==> src/sv/line_edit_ring_buffer_macros.svh <==
// Assertion macros for the line_edit_ring_buffer RTL.
`ifndef LINE_EDIT_RING_BUFFER_MACROS_SVH
`define LINE_EDIT_RING_BUFFER_MACROS_SVH

// Same-cycle implication, checked on every rising edge outside reset.
`define LERB_ASSERT_NOW(label, ante, cons, msg) \
    label: assert property (@(posedge clk) disable iff (!rst_n) (ante) |-> (cons)) \
        else $error(msg);

// Next-cycle implication, checked on every rising edge outside reset.
`define LERB_ASSERT_NEXT(label, ante, cons, msg) \
    label: assert property (@(posedge clk) disable iff (!rst_n) (ante) |=> (cons)) \
        else $error(msg);

`endif

==> src/sv/lerb_pkg.sv <==
package lerb_pkg;

    // Ring geometry
    localparam int DEPTH       = 32;
    localparam int IDX_W       = $clog2(DEPTH);
    localparam int MAX_RESULTS = 31;
    localparam int REM_W       = $clog2(MAX_RESULTS + 1);
    localparam int COUNT_W     = 5;
    localparam int HELD_W      = (IDX_W > COUNT_W) ? IDX_W : COUNT_W;

    // Character codes
    localparam logic [7:0] CH_CR  = 8'h0D;
    localparam logic [7:0] CH_LF  = 8'h0A;
    localparam logic [7:0] CH_DEL = 8'h7F;
    localparam logic [7:0] CH_NUL = 8'h00;

    typedef enum logic [1:0] {
        CMD_RECV  = 2'd0,
        CMD_READ  = 2'd1,
        CMD_CLEAR = 2'd2
    } cmd_t;

    typedef enum logic [1:0] {
        ST_IDLE,
        ST_FETCH,
        ST_LOAD
    } state_t;

endpackage

==> src/sv/lerb_ram.sv <==
module lerb_ram #(
    parameter int WIDTH = 8,
    parameter int DEPTH = 32
) (
    input  logic                     clk,
    input  logic                     wr_en,
    input  logic [$clog2(DEPTH)-1:0] wr_addr,
    input  logic [WIDTH-1:0]         wr_data,
    input  logic                     rd_en,
    input  logic [$clog2(DEPTH)-1:0] rd_addr,
    output logic [WIDTH-1:0]         rd_data
);

    logic [WIDTH-1:0] mem [DEPTH];
    logic [WIDTH-1:0] rd_data_reg;

    // Single write port, registered read port
    always_ff @(posedge clk)
    begin
        if (wr_en)
        begin
            mem[wr_addr] <= wr_data;
        end
        if (rd_en)
        begin
            rd_data_reg <= mem[rd_addr];
        end
    end

    assign rd_data = rd_data_reg;

endmodule

==> src/sv/line_edit_ring_buffer.sv <==
// Receive and clear commands keep s_tready high, so they run back to back.
// Read-out: each held byte takes a RAM fetch, then an output register load,
// and the load waits while the master side stalls; input is held off until the final
// result is loaded. An empty read skips the RAM fetch and gives a single result.
// Reset (rst_n low, asynchronous) empties the ring and drops any pending
// result; the byte RAM is not cleared.
`include "line_edit_ring_buffer_macros.svh"

module line_edit_ring_buffer
    import lerb_pkg::*;
(
    input  logic        clk,
    input  logic        rst_n,
    // slave side
    input  logic        s_tvalid,
    output logic        s_tready,
    input  logic [7:0]  s_tdata,   // [7:0] rx_byte
    input  logic [1:0]  s_tuser,   // [1:0] command
    // master side
    output logic        m_tvalid,
    input  logic        m_tready,
    output logic [15:0] m_tdata,   // [7:0] data_byte, [12:8] stored_count, [15:13] zero
    output logic        m_tlast,
    output logic [0:0]  m_tuser    // [0] empty_res
);

    function automatic logic [IDX_W-1:0] next_slot(input logic [IDX_W-1:0] i);
        return (i == IDX_W'(DEPTH - 1)) ? '0 : i + IDX_W'(1);
    endfunction

    state_t state_reg, state_next;

    logic [IDX_W-1:0]   write_index_reg, write_index_next;
    logic [IDX_W-1:0]   oldest_index_reg, oldest_index_next;
    logic [IDX_W-1:0]   pos_reg, pos_next;
    logic [REM_W-1:0]   rem_reg, rem_next;
    logic               empty_reg, empty_next;
    logic [COUNT_W-1:0] cnt_reg, cnt_next;

    logic               out_valid_reg, out_valid_next;
    logic [7:0]         out_data_reg, out_data_next;
    logic [COUNT_W-1:0] out_count_reg, out_count_next;
    logic               out_last_reg, out_last_next;
    logic               out_empty_reg, out_empty_next;

    cmd_t               cmd;
    logic               accept;
    logic               is_eol;
    logic               is_del;
    logic [IDX_W-1:0]   held;
    logic [HELD_W-1:0]  held_ext;
    logic [REM_W-1:0]   emit;
    logic [IDX_W-1:0]   wr_inc;
    logic               fin;
    logic               load_out;
    logic               ram_rd_en;
    logic               ram_wr_en;
    logic [7:0]         ram_wr_data;
    logic [7:0]         ram_rd_data;

    // Input decode
    assign cmd    = cmd_t'(s_tuser);
    assign accept = s_tvalid && s_tready;
    assign is_eol = (s_tdata == CH_CR) || (s_tdata == CH_LF);
    assign is_del = (s_tdata == CH_DEL);

    // Held count and read-out length
    assign held = (write_index_reg >= oldest_index_reg)
                ? write_index_reg - oldest_index_reg
                : IDX_W'(DEPTH) - oldest_index_reg + write_index_reg;
    assign held_ext = HELD_W'(held);
    assign emit = (held_ext > HELD_W'(MAX_RESULTS)) ? REM_W'(MAX_RESULTS)
                                                    : REM_W'(held_ext);

    assign wr_inc = next_slot(write_index_reg);
    assign fin    = empty_reg || (rem_reg == REM_W'(1));

    // Byte store
    assign ram_wr_en   = accept && (cmd == CMD_RECV) && !is_del;
    assign ram_wr_data = is_eol ? CH_NUL : s_tdata;

    lerb_ram #(
        .WIDTH (8),
        .DEPTH (DEPTH)
    ) u_ram (
        .clk     (clk),
        .wr_en   (ram_wr_en),
        .wr_addr (write_index_reg),
        .wr_data (ram_wr_data),
        .rd_en   (ram_rd_en),
        .rd_addr (pos_reg),
        .rd_data (ram_rd_data)
    );

    // Sequencer: next state
    always_comb
    begin
        state_next = state_reg;
        unique case (state_reg)
            ST_IDLE:
            begin
                if (accept && (cmd == CMD_READ))
                begin
                    state_next = (held == '0) ? ST_LOAD : ST_FETCH;
                end
            end
            ST_FETCH:
            begin
                state_next = ST_LOAD;
            end
            ST_LOAD:
            begin
                if (load_out)
                begin
                    state_next = fin ? ST_IDLE : ST_FETCH;
                end
            end
            default:
            begin
                state_next = ST_IDLE;
            end
        endcase
    end

    // Sequencer: outputs
    always_comb
    begin
        s_tready  = 1'b0;
        ram_rd_en = 1'b0;
        load_out  = 1'b0;
        unique case (state_reg)
            ST_IDLE:
            begin
                s_tready = 1'b1;
            end
            ST_FETCH:
            begin
                ram_rd_en = 1'b1;
            end
            ST_LOAD:
            begin
                load_out = !out_valid_reg || m_tready;
            end
            default:
            begin
                s_tready = 1'b0;
            end
        endcase
    end

    // Index and read-out bookkeeping
    always_comb
    begin
        write_index_next  = write_index_reg;
        oldest_index_next = oldest_index_reg;
        pos_next          = pos_reg;
        rem_next          = rem_reg;
        empty_next        = empty_reg;
        cnt_next          = cnt_reg;

        if (accept)
        begin
            unique case (cmd)
                CMD_RECV:
                begin
                    if (is_del)
                    begin
                        // delete newest, ignored on empty ring
                        if (held != '0)
                        begin
                            write_index_next = (write_index_reg == '0)
                                             ? IDX_W'(DEPTH - 1)
                                             : write_index_reg - IDX_W'(1);
                        end
                    end
                    else
                    begin
                        // append, overwriting oldest when full
                        write_index_next = wr_inc;
                        if (wr_inc == oldest_index_reg)
                        begin
                            oldest_index_next = next_slot(oldest_index_reg);
                        end
                    end
                end
                CMD_READ:
                begin
                    pos_next   = oldest_index_reg;
                    rem_next   = emit;
                    empty_next = (held == '0);
                    cnt_next   = held_ext[COUNT_W-1:0];
                end
                CMD_CLEAR:
                begin
                    write_index_next  = '0;
                    oldest_index_next = '0;
                end
                default:
                begin
                    write_index_next = write_index_reg;
                end
            endcase
        end

        if (ram_rd_en)
        begin
            pos_next = next_slot(pos_reg);
        end

        if (load_out && !empty_reg)
        begin
            rem_next = rem_reg - REM_W'(1);
        end
    end

    // Output register
    always_comb
    begin
        out_valid_next = out_valid_reg;
        out_data_next  = out_data_reg;
        out_count_next = out_count_reg;
        out_last_next  = out_last_reg;
        out_empty_next = out_empty_reg;
        if (load_out)
        begin
            out_valid_next = 1'b1;
            out_data_next  = empty_reg ? CH_NUL : ram_rd_data;
            out_count_next = cnt_reg;
            out_last_next  = fin;
            out_empty_next = empty_reg;
        end
        else if (m_tready)
        begin
            out_valid_next = 1'b0;
        end
    end

    // Control registers
    always_ff @(posedge clk or negedge rst_n)
    begin
        if (!rst_n)
        begin
            state_reg        <= ST_IDLE;
            write_index_reg  <= '0;
            oldest_index_reg <= '0;
            pos_reg          <= '0;
            rem_reg          <= '0;
            empty_reg        <= 1'b0;
            cnt_reg          <= '0;
            out_valid_reg    <= 1'b0;
        end
        else
        begin
            state_reg        <= state_next;
            write_index_reg  <= write_index_next;
            oldest_index_reg <= oldest_index_next;
            pos_reg          <= pos_next;
            rem_reg          <= rem_next;
            empty_reg        <= empty_next;
            cnt_reg          <= cnt_next;
            out_valid_reg    <= out_valid_next;
        end
    end

    // Output payload, no reset
    always_ff @(posedge clk)
    begin
        out_data_reg  <= out_data_next;
        out_count_reg <= out_count_next;
        out_last_reg  <= out_last_next;
        out_empty_reg <= out_empty_next;
    end

    assign m_tvalid = out_valid_reg;
    assign m_tdata  = {3'b000, out_count_reg, out_data_reg};
    assign m_tlast  = out_last_reg;
    assign m_tuser  = out_empty_reg;

    // Checks
    `LERB_ASSERT_NEXT(a_idx_hold_in_read, state_reg != ST_IDLE,
        $stable(write_index_reg) && $stable(oldest_index_reg),
        "ring indices changed during read-out")
    `LERB_ASSERT_NOW(a_load_has_work, state_reg == ST_LOAD,
        empty_reg || (rem_reg != '0),
        "read-out load with no bytes left")
    `LERB_ASSERT_NOW(a_empty_result, out_valid_reg && out_empty_reg,
        out_last_reg && (out_count_reg == '0) && (out_data_reg == CH_NUL),
        "malformed empty result")
    `LERB_ASSERT_NOW(a_idx_range, 1'b1,
        (write_index_reg <= IDX_W'(DEPTH - 1)) && (oldest_index_reg <= IDX_W'(DEPTH - 1)),
        "ring index out of range")

endmodule
==> config.mk <==
export PLATFORM = sky130hd
export DESIGN_NAME = line_edit_ring_buffer
export DESIGN_NICKNAME = d
export VERILOG_FILES = /design/src/sv/lerb_pkg.sv /design/src/sv/lerb_ram.sv /design/src/sv/line_edit_ring_buffer.sv
export VERILOG_INCLUDE_DIRS = /design/src /design/src/sv
export SDC_FILE = /design/constraint.sdc
export NUM_CORES = 1
export LEC_CHECK = 0
export ABC_AREA = 1
export ABC_CLOCK_PERIOD_IN_PS = 3600
export BUFFER_PORTS_ARGS = -buffer_cell sky130_fd_sc_hd__buf_4
export CELL_PAD_IN_SITES_DETAIL_PLACEMENT = 0
export CELL_PAD_IN_SITES_GLOBAL_PLACEMENT = 2
export CORE_MARGIN = 2
export CORE_UTILIZATION = 45
export DETAILED_ROUTE_END_ITERATION = 16
export PLACE_DENSITY_LB_ADDON = 0.2
export SLEW_MARGIN = 20
export SYNTH_ARGS = -nofsm -noshare
export SYNTH_HDL_FRONTEND = slang
export SYNTH_SLANG_ARGS = --single-unit
==> constraint.sdc <==
create_clock -name clk -period 3.6 [get_ports clk]
set_input_delay 0.18 -clock clk [delete_from_list [all_inputs] [get_ports clk]]
set_output_delay 0.18 -clock clk [all_outputs]
set_load 0.1 [all_outputs]
==> results by group, run 1 <==
Clock network
  • CTS max path bufs: 3
  • Num CTS Buffers: 31
  • Hold Buf Count CTS: 2
  • Sink Count: around 310
  • Clk_lat worst skew: 0.56 ns
  • CTS tree: done
  • H-tree levels: 1
  • Clock-pin slew on the worst setup and hold paths: 0.06 ns
  • Post-CTS sizing: 0
  • Post-CTS Setup Bufs: 0
  • Clock root cell: clkbuf_16

Cells and area
  • Multi-input gate area: 0.003654 mm^2
  • Commonest non-fill, non-tap cell in the layout: edfxtp_1
  • Share of layout cells above drive strength 1: 9.440%
  • Layout Nets: 1257
  • Area occupied by registers: 0.009109 mm^2
  • Area grow syn2layout: 11.65%
  • Diodes inserted: 0
  • Commonest non-fill, non-tap cells in the layout: 279 x edfxtp_1, 253 x nor2_1, 173 x nand2_1
  • Largest register FFs: around 260
  • Fillers: 2642

Placed design
  • Count of buffers from port buffering: 30
  • Gpl congestion: 0.8540
  • Detail Placement HPWL: 21550 um

Global route
  • Grt total ovfl: 0
  • Initial antenna violation count: 0
  • Largest net degree at the start of global routing: 97
  • Vias in the first global route: a little under 9000
  • First-pass GRT wire length: 52810 um
  • Total global-route track usage: 22.58%

Job
  • Max-cap viol count: 0

Setup path
  • Crit start category: flop
  • Crit path max fanout: 8
  • Crit Path Class: flop to flop
  • CP Data Required Time: 3.79 ns
  • Crit path DAT: between 2 and 3 ns
  • CP endpoint kind: flop

Timing
  • Min cycle time layout: roughly 2.7 ns
  • Setup TNS: 0 ns
  • Peak Freq: 366.9 MHz
  • Fin crit share: 75.72%
  • Relative slew slack: 44.57%
  • Max Transition Viols Final: 0
  • Unrepaired setup endpoints after global routing: no
  • Final setup vio count: 0
  • Final hold violation count: 0
  • Clk_skew: 0.01120 ns
  • Slew @ Worst Pin: 0.8284 ns

Logic synthesis
  • Synth Register Bits: 308
  • Synth warn: 0
  • Post-synthesis cell count: between 1000 and 1500
  • Syn Area/Cell: 11.09 um^2
  • Mapped Area: 0.01332 mm^2
  • Main synth FF type: edfxtp_1
  • Sequential-to-total area share from yosys stat: 68.36%
  • Number of synthesized flops with an enable pin: 279
  • Share of flip-flops with an asynchronous set or reset: approximately a tenth
  • Netlist cell types: 43

Status
  • Outcome: finished clean

Routing
  • Post-route ant nets: 0
  • Vias: 8738
  • Via/cell ratio: 5.348
  • DR WL/cell: about 21 um
  • Drt drc: 0
  • Drt total wl: roughly 34000 um
  • DR pass1 iterations: 5
  • Initial drt markers: 994

Hold path
  • Worst Hold Class: input port to flop

Floorplanning
  • Die Wd: between 150 and 200 um
  • Core area: 0.02894 mm^2
  • Starting Density: 46.02%
  • Site Rows: 62
  • Die area: 0.03098 mm^2
  • Die height: between 150 and 200 um
  • # IOs: 34

Power
  • Cell Pwr Density: 742.8 mW/mm^2
  • LEAKAGE: 5.422 nW
  • Max VDD drop: between 300 and 400 uV
  • Total chip power: 11.04 mW
[Yosys cell counts, drive strengths merged (4+ instances only)]
library cell | number | area, um^2
nand3 | 88 | 445.4
or2 | 11 | 68.81
nand2 | 177 | 674.4
nand4 | 4 | 25.02
nor3 | 5 | 40.04
ha | 16 | 200.2
inv | 64 | 240.2
clkbuf | 20 | 75.07
o211ai | 34 | 255.2
a21oi | 23 | 115.1
buf | 41 | 250.2
nor2 | 259 | 982.2
edfxtp | 279 | 8378
dfrtp | 29 | 725.7
o21ai | 122 | 614.3
xor2 | 7 | 61.31
[where the power goes]
| group | total, mW | switching, mW | internal [mW] |
|---|---|---|---|
| logic | 3.50 | 2.52 | 0.978 |
| registers | 4.51 | 0.284 | 4.23 |
| clock network | 3.03 | 1.32 | 1.71 |
[through the flow]
| stage | setup WS (ns) | util [%] | instances | area [um^2] | hold WS (ns) |
|---|---|---|---|---|---|
| after floorplan | 1.163 | - | 1203 | 13320 | -0.1156 |
| after global placement | 0.9658 | 48.04 | 1575 | 13900 | 0.1430 |
| after detailed placement | 0.9093 | 48.04 | 1575 | 13900 | 0.1441 |
| after CTS | 0.9068 | 51.38 | 1634 | 14870 | 0.06537 |
| after global routing | 0.7019 | 51.38 | 1634 | 14870 | 0.1037 |
| final | 0.8741 | 51.38 | 1634 | 14870 | 0.07482 |
[cell type report]
cell class                      count  area share [%]
Clock buffer                       43           5.722
Sequential cell                   308           61.26
Clock inverter                     14          0.6480
Inverter                           67           1.700
Tap cell                          384           3.232
Multi-Input combinational cell    767           24.57
Timing Repair Buffer               51           2.861
[kinds of logic after synthesis]
group	synth area share (%)
AO/OA/AOI/OAI	8.080
adder cells (fa/ha/maj)	1.654
AND/OR/NAND/NOR	16.95
buffers and inverters	4.331
other	0.02816
flip-flops	68.36
XOR/XNOR	0.5920
[critical path: stages, from the launching register on]
cell and delay [ns]:
dfrtp_1 0.41, inv_1 0.07, nand2_1 0.07, inv_2 0.08
nand2_2 0.09, nor3_2 0.22, nand3_1 0.45, buf_4 0.34
nor2_1 0.63
[metal layers]
metal,track usage [%],vias to the layer above,part of all wire (%)
met3,2.972,37,5.2
met5,0,-,0
met4,4.098,0,1.2
li1,-,4210,-
met1,32.43,4286,46
met2,37.40,205,48
[final timing paths]
| path | slack, ns | to | start | cells after the start |
|---|---|---|---|---|
| min | 0.07 | oldest_index_reg[4] | s_tuser[1] | 5 |
| min reg2reg | 0.45 | out_count_reg[3] | cnt_reg[3] | 0 |
| min in group asynchronous | 0.10 | cnt_reg[4] | rst_n | 2 |
| max | 0.87 | u_ram.mem[8][0] | state_reg[1] | 8 |
| max reg2reg | 0.87 | u_ram.mem[8][0] | state_reg[1] | 8 |
| max in group asynchronous | 3.18 | pos_reg[0] | rst_n | 2 |
(Power assumes the default switching activity.)
==> run 2: changes to the inputs <==
--- a/config.mk
+++ b/config.mk
@@ -6,8 +6,8 @@
 export SDC_FILE = /design/constraint.sdc
 export NUM_CORES = 1
 export LEC_CHECK = 0
-export ABC_AREA = 1
-export ABC_CLOCK_PERIOD_IN_PS = 3600
+export ABC_AREA = 0
+export ABC_CLOCK_PERIOD_IN_PS = 2710
 export BUFFER_PORTS_ARGS = -buffer_cell sky130_fd_sc_hd__buf_4
 export CELL_PAD_IN_SITES_DETAIL_PLACEMENT = 0
 export CELL_PAD_IN_SITES_GLOBAL_PLACEMENT = 2
==> constraint.sdc (replaced) <==
create_clock -name clk -period 2.71 [get_ports clk]
set_input_delay 0.1355 -clock clk [delete_from_list [all_inputs] [get_ports clk]]
set_output_delay 0.1355 -clock clk [all_outputs]
set_load 0.1 [all_outputs]
==> run 2 against run 1 <==
Hold slack worse by 0.026 ns. Final area rose by 0.58%. Non-clock buffer count grew 39. Critical path depth is 1 higher. Clock-buffer cell count shrank 2. Largest cell class unchanged. Largest power group unchanged.
==> results by group, run 2 <==
Floorplanning
  • Core area: 0.02786 mm^2 (-3.7%)
  • Die Wd: 172.6 um (-2.0%)
  • Die area: 0.02978 mm^2 (-3.9%)
  • # IOs: 34 (unchanged)
  • Die height: 172.6 um (-2.0%)
  • Starting Density: 45.91% (-0.12 points)
  • Site Rows: 61 (-1.6%)

Global route
  • Layer with the highest usage: met2
  • Grt total ovfl: 0 (unchanged)
  • First-pass GRT wire length: 42840 um (-19%)
  • Met1 Use GR: 25.77% (-6.7 points)
  • Vias in the first global route: 6990 (-21%)
  • Met2 Use GR: 32.10% (-5.3 points)
  • Largest net degree at the start of global routing: 39 (-60%)
  • GRT met3 Usage: 3.144% (+0.17 points)
  • Initial antenna violation count: 1 (+1)
  • Total global-route track usage: 19.09% (-3.5 points)

Routing
  • Vias: 6710 (-23%)
  • Drt total wl: 27790 um (-19%)
  • Initial drt markers: 459 (-54%)
  • DR pass1 iterations: 5 (unchanged)
  • Post-route ant nets: 0 (unchanged)
  • Via/cell ratio: 5.629 (+5.3%)
  • DR WL/cell: 23.31 um (+11%)
  • Drt drc: 0 (unchanged)

Logic synthesis
  • Largest area contributor in the netlist: edfxtp_1
  • Netlist cell types: 52 (+21%)
  • Number of synthesized flops with an enable pin: 279 (unchanged)
  • Post-Synth Adder-Cell Area: 1.722% (+0.068 points)
  • Largest family of logic cells by synthesized area: multiplexers
  • Cell with the most instances after synthesis: edfxtp_1
  • Compound-Gate Fraction of Synth Area: 3.209% (-4.9 points)
  • Sequential-to-total area share from yosys stat: 71.19% (+2.8 points)
  • Mux contribution to synthesized area: 15.41% (+15 points)
  • Commonest cells post-synth: 279 x edfxtp_1, 78 x mux4_2, 55 x nor2_1, 29 x dfrtp_1, 28 x clkbuf_1
  • Syn Area/Cell: 18.35 um^2 (+65%)
  • Post-synthesis simple-gate area fraction: 5.880% (-11 points)
  • Post-synthesis cell count: 697 (-42%)
  • Synth top area cells: edfxtp_1 66%, mux4_2 14%, dfrtp_1 5.7%, nor2_1 1.6%, ha_1 1.6%
  • Post-Synth XOR/XNOR Area: 0.6164% (+0.024 points)
  • Mapped Area: 0.01279 mm^2 (-4.0%)
  • Synth warn: 0 (unchanged)
  • Synth Register Bits: 308 (unchanged)
  • Main synth FF type: edfxtp_1
  • Share of flip-flops with an asynchronous set or reset: 9.416% (unchanged)
  • Top cell type's share of synthesized area: 65.51% (+2.6 points)

Power
  • Max VDD drop: 658.7 uV (+79%)
  • LEAKAGE: 5.097 nW (-6.0%)
  • Total chip power: 15.18 mW (+37%)
  • Cell Pwr Density: 1015 mW/mm^2 (+37%)

Cells and area
  • Commonest non-fill, non-tap cell in the layout: edfxtp_1
  • Design area: 0.01495 mm^2 (+0.58%)
  • Largest register FFs: 256 (unchanged)
  • Commonest non-fill, non-tap cells in the layout: 279 x edfxtp_1, 83 x buf_4, 78 x mux4_2
  • Share of layout cells above drive strength 1: 29.64% (+20 points)
  • Layout Nets: 818 (-35%)
  • Area grow syn2layout: 16.94%

Timing
  • Final setup vio count: 0 (unchanged)
  • Clk_skew: 0.01094 ns (-0.0002681 ns)
  • Max Transition Viols Final: 0 (unchanged)
  • Peak Freq: 393.8 MHz (+7.3%)
  • Setup TNS: 0 ns (unchanged)
  • Fin crit share: 93.71% (+18 points)
  • Final hold violation count: 0 (unchanged)
  • Post-route worst setup slack: 0.1706 ns (-0.7035 ns)
  • Min cycle time layout: 2.539 ns (-0.1865 ns)
  • Slew @ Worst Pin: 0.5363 ns (-0.2921 ns)
  • Relative slew slack: 64.21% (+20 points)
  • Unrepaired setup endpoints after global routing: no

Status
  • Outcome: finished clean

Clock network
  • CTS max path bufs: 3 (unchanged)
  • Sink Count: 308 (unchanged)
  • Clock root cell: clkbuf_16
  • H-tree levels: 2 (+1)
  • Clk_lat worst skew: 0.51 ns (-0.05 ns)
  • CTS tree: done
  • Num CTS Buffers: 35 (+13%)
  • Clock-pin slew on the worst setup and hold paths: 0.06 ns (about the same)

Hold path
  • Worst Hold Class: input port to flop

Setup path
  • Crit Path Class: flop to flop
  • Crit path max fanout: 7 (-1)
  • Crit path DAT: 2.96 ns (+0.05 ns)
  • CP endpoint kind: flop
  • Crit start category: flop
  • CP Data Required Time: 3.13 ns (-0.66 ns)

Job
  • Max-cap viol count: 0 (unchanged)

Placed design
  • Gpl congestion: 0.8231 (-3.6%)
  • Setup WS pre-CTS: 0.2124 ns (-0.6969 ns)
  • Cell Area, Placed: 0.01382 mm^2 (-0.60%)
  • Count of buffers from port buffering: 30 (unchanged)
  • Detail Placement HPWL: 17990 um (-17%)
run 2: cell families (layout without fill, tap and decap cells):
group | after synthesis | in the layout
DFF | 308 | 308
and+or+nand+nor | 151 | 151
muxes | 95 | 95
AOI/OAI and AO/OA | 62 | 62
buffers and inverters | 54 | 168
adders and majority gates | 17 | 17
xor gates and xnor gates | 9 | 9
other | 1 | 4
run 2: metal layers:
metal | vias to the layer above | share of wire (%)
met5 | - | 0
met4 | 0 | 2.4
met3 | 45 | 4.3
met2 | 188 | 51
met1 | 3500 | 43
li1 | 2977 | -
run 2: power by group:
part	internal, mW	total, mW	switching [mW]
clock network	2.69	4.51	1.82
logic	2.06	4.71	2.64
registers	5.64	5.96	0.322
total	10.4	15.2	4.79
run 2: worst paths after layout:
kind | start | end | slack, ns | cells past startpoint
max | write_index_reg[0] | write_index_reg[1] | 0.17 | 9
min | s_tuser[1] | write_index_reg[1] | 0.05 | 3
max reg2reg | write_index_reg[0] | write_index_reg[1] | 0.17 | 9
min reg2reg | cnt_reg[2] | out_count_reg[2] | 0.45 | 0
max in group asynchronous | rst_n | pos_reg[0] | 2.28 | 2
min in group asynchronous | rst_n | oldest_index_reg[4] | 0.11 | 2
run 2: per-stage QoR:
stage	hold WS, ns	util, %	instances
global route	0.03294	53.67	1191
floorplan	-0.1601	-	699
finish	0.04899	53.68	1192
global placement	0.09155	49.60	1126
detailed placement	0.1012	49.60	1126
CTS	0.01902	53.66	1191
run 2: worst max-delay path, stage by stage, from the launching register on:
cell,delay (ns)
dfrtp_1,0.44
inv_1,0.10
ha_1,0.21
fa_1,0.41
nor2b_1,0.12
o21ai_0,0.10
and3_1,0.22
o21a_1,0.24
a31oi_1,0.39
mux2i_1,0.23
run 2: cell type report:
cell class,count,area [um^2]
fill,2196,12900
tap,378,473.0
inverter,15,56.30
sequential,308,9109
multi-input combinational,337,3458
timing repair buffer,90,743.2
antenna,1,2.502
clock buffer,41,940.9
clock inverter,22,171.4
run 2: what timing repair did:
action	CTS	global route
setup buffers	0	0
endpoints found under the hold margin	30	0
hold buffers	2	0
gates resized for setup	0	1
endpoints found under the setup margin	0	3
==> run 3: changes to the inputs <==
--- a/config.mk
+++ b/config.mk
@@ -13,6 +13,7 @@
 export CELL_PAD_IN_SITES_GLOBAL_PLACEMENT = 2
 export CORE_MARGIN = 2
 export CORE_UTILIZATION = 45
+export CTS_BUF_LIST = sky130_fd_sc_hd__clkbuf_8
 export DETAILED_ROUTE_END_ITERATION = 16
 export PLACE_DENSITY_LB_ADDON = 0.2
 export SLEW_MARGIN = 20
==> run 3 against run 2 <==
Register-to-register slack better by 0.02 ns. Highest routed layer unchanged. First-iteration DRC count increased by 13%. Cell count up 2.6%. Setup slack better by 0.016 ns. Non-clock buffer count rose by 5. Maximum frequency up 0.62%. Total power down 5.4%. Die area unchanged. Critical endpoint unchanged. Clock skew grew 0.013 ns. Largest cell class unchanged. Combinational power about the same. Utilization down 0.54 points.
==> results by group, run 3 (synthesis gave the netlist of run 2 again) <==
Global route
  • Initial antenna violation count: 2 (+1)
  • First-pass GRT wire length: 43090 um (+0.60%)
  • Total global-route track usage: 19.19% (+0.10 points)
  • Vias in the first global route: 7138 (+2.1%)
  • Grt total ovfl: 0 (unchanged)
  • Largest net degree at the start of global routing: 39 (unchanged)

Hold path
  • Worst Hold Class: input port to async pin

Cells and area
  • Area grow syn2layout: 15.76%
  • Fillers: 2241 (+2.0%)
  • Commonest non-fill, non-tap cell in the layout: edfxtp_1
  • Post-layout util: 53.14% (-0.54 points)
  • Area occupied by registers: 0.009109 mm^2 (unchanged)
  • Commonest non-fill, non-tap cells in the layout: 279 x edfxtp_1, 83 x buf_4, 78 x mux4_2
  • Layout Nets: 838 (+2.4%)
  • Share of layout cells above drive strength 1: 29.62% (about the same)
  • Largest register FFs: 256 (unchanged)
  • Multi-input gate area: 0.003458 mm^2 (unchanged)

Routing
  • Initial drt markers: 520 (+13%)
  • DR WL/cell: 22.80 um (-2.2%)
  • Via/cell ratio: 5.595 (-0.60%)
  • Vias: 6843 (+2.0%)
  • Drt total wl: 27890 um (+0.37%)
  • Post-route ant nets: 0 (unchanged)
  • DR pass1 iterations: 4 (-1)
  • Drt drc: 0 (unchanged)

Setup path
  • CP Data Required Time: 3.21 ns (+0.08 ns)
  • Crit path max fanout: 7 (unchanged)
  • Crit path DAT: 3.02 ns (+0.06 ns)
  • Crit Path Class: flop to flop
  • Max incr delay on CP: 0.45 ns (about the same)
  • Crit start category: flop
  • Setup crit start: write_index_reg[0]
  • Worst r2r src: write_index_reg[0]
  • Slowest CP cell: dfrtp_1
  • CP endpoint kind: flop
  • Worst path cell trace: inv_1 > ha_1 > fa_1 > nor2b_1 > o21ai_0 > and3_1 > o21a_1 > a31oi_1 > mux2i_1

Floorplanning
  • Die Wd: 172.6 um (unchanged)
  • Die area: 0.02978 mm^2 (unchanged)
  • Site Rows: 61 (unchanged)
  • Starting Density: 45.91% (unchanged)
  • Core area: 0.02786 mm^2 (unchanged)
  • Die height: 172.6 um (unchanged)
  • # IOs: 34 (unchanged)

Timing
  • Final hold violation count: 0 (unchanged)
  • Max Transition Viols Final: 0 (unchanged)
  • Fin crit share: 93.13% (-0.57 points)
  • Unrepaired setup endpoints after global routing: yes
  • Final setup vio count: 0 (unchanged)
  • Clk_skew: 0.02424 ns (+0.01330 ns)
  • Slew @ Worst Pin: 0.5467 ns (+0.01040 ns)
  • Peak Freq: 396.2 MHz (+0.62%)
  • Setup TNS: 0 ns (unchanged)
  • Min cycle time layout: 2.524 ns (-0.01553 ns)
  • Relative slew slack: 63.52% (-0.69 points)

Power
  • Total chip power: 14.35 mW (-5.4%)
  • Cell Pwr Density: 969.6 mW/mm^2 (-4.5%)
  • LEAKAGE: 5.065 nW (-0.63%)
  • Max VDD drop: 488.4 uV (-26%)

Status
  • Outcome: finished clean

Clock network
  • CTS max path bufs: 3 (unchanged)
  • Sink Count: 308 (unchanged)
  • Clock root cell: clkbuf_8
  • Clock-pin slew on the worst setup and hold paths: 0.06 ns (about the same)
  • CTS tree: done
  • H-tree levels: 2 (unchanged)
  • Clk_lat worst skew: 0.57 ns (+0.06 ns)
  • Post-CTS Setup Bufs: 0 (unchanged)
  • Num CTS Buffers: 50 (+43%)

Placed design
  • Detail Placement HPWL: 17990 um (unchanged)
  • Gpl congestion: 0.8231 (unchanged)
  • Count of buffers from port buffering: 30 (unchanged)

Job
  • Max-cap viol count: 0 (unchanged)
[run 3: cell types whose count changed in the layout (fill, tap and decap cells not counted), moves of 2 or more]
| cell | change |
|---|---|
| clkbuf_8 | +50 |
| inv_1 | +11 |
| clkinvlp_4 | +2 |
| clkbuf_16 | -37 |
| clkinv_2 | -5 |
| clkbuf_1 | -4 |
| clkinv_1 | +10 |
| dlygate4sd3_1 | +5 |
[run 3: path summary, 6_finish.rpt]
kind,endpoint,slack [ns],cells past startpoint
hold / removal,oldest_index_reg[4],0.04,2
setup / recovery,write_index_reg[1],0.19,9
hold reg to reg,out_count_reg[2],0.46,0
max in group asynchronous,pos_reg[0],2.33,2
setup reg to reg,write_index_reg[1],0.19,9
min in group clk,write_index_reg[4],0.09,4
[run 3: area by class of cell]
type | count | share of cell area [%]
sequential | 308 | 61.53
multi-input combinational | 337 | 23.36
timing repair buffer | 95 | 5.358
clock buffer | 50 | 4.648
tap | 378 | 3.195
clock inverter | 39 | 1.513
inverter | 15 | 0.3803
antenna | 1 | 0.01690
[run 3: routing by layer]
| layer | up-vias | GRT usage (%) | part of all wire [%] |
|---|---|---|---|
| met1 | 3566 | 25.06 | 41 |
| met2 | 208 | 32.76 | 51 |
| met4 | 0 | 6.019 | 2.3 |
| li1 | 3019 | - | - |
| met5 | - | 0 | 0 |
| met3 | 50 | 3.672 | 5.7 |
[run 3: timing repair]
item | 4_1_cts | 5_1_grt
setup endpoints to repair | 0 | 10
resized for setup | 0 | 1
hold buffers | 7 | 0
hold endpoints to repair | 104 | 0
[run 3: critical path, delay by kind of cell (launching register included)]
kind / cells / cell delay (ns)
AOI/OAI and AO/OA: 3 / 0.72
adders and majority gates: 2 / 0.62
DFF: 1 / 0.45
and+or+nand+nor: 2 / 0.34
muxes: 1 / 0.23
buffers and inverters: 1 / 0.10
[run 3: report_power, final]
part / total (mW) / internal, mW / switching (mW)
Sequential: 5.96 / 5.64 / 0.321
Combinational: 4.71 / 2.07 / 2.64
Clock: 3.68 / 1.91 / 1.76
Total: 14.4 / 9.63 / 4.73
[run 3: per-stage QoR]
| step | worst slack (ns) | instance area (um^2) | hold WS, ns | std cells |
|---|---|---|---|---|
| 2_1_floorplan | 0.2657 | 12800 | -0.1601 | 699 |
| 3_3_place_gp | 0.2158 | 13820 | 0.09155 | 1126 |
| 3_5_place_dp | 0.2124 | 13820 | 0.1012 | 1126 |
| 4_1_cts | 0.1792 | 14800 | 0.02815 | 1222 |
| 5_1_grt | -0.01692 | 14800 | 0.05642 | 1222 |
| 6_report | 0.1861 | 14800 | 0.04370 | 1223 |
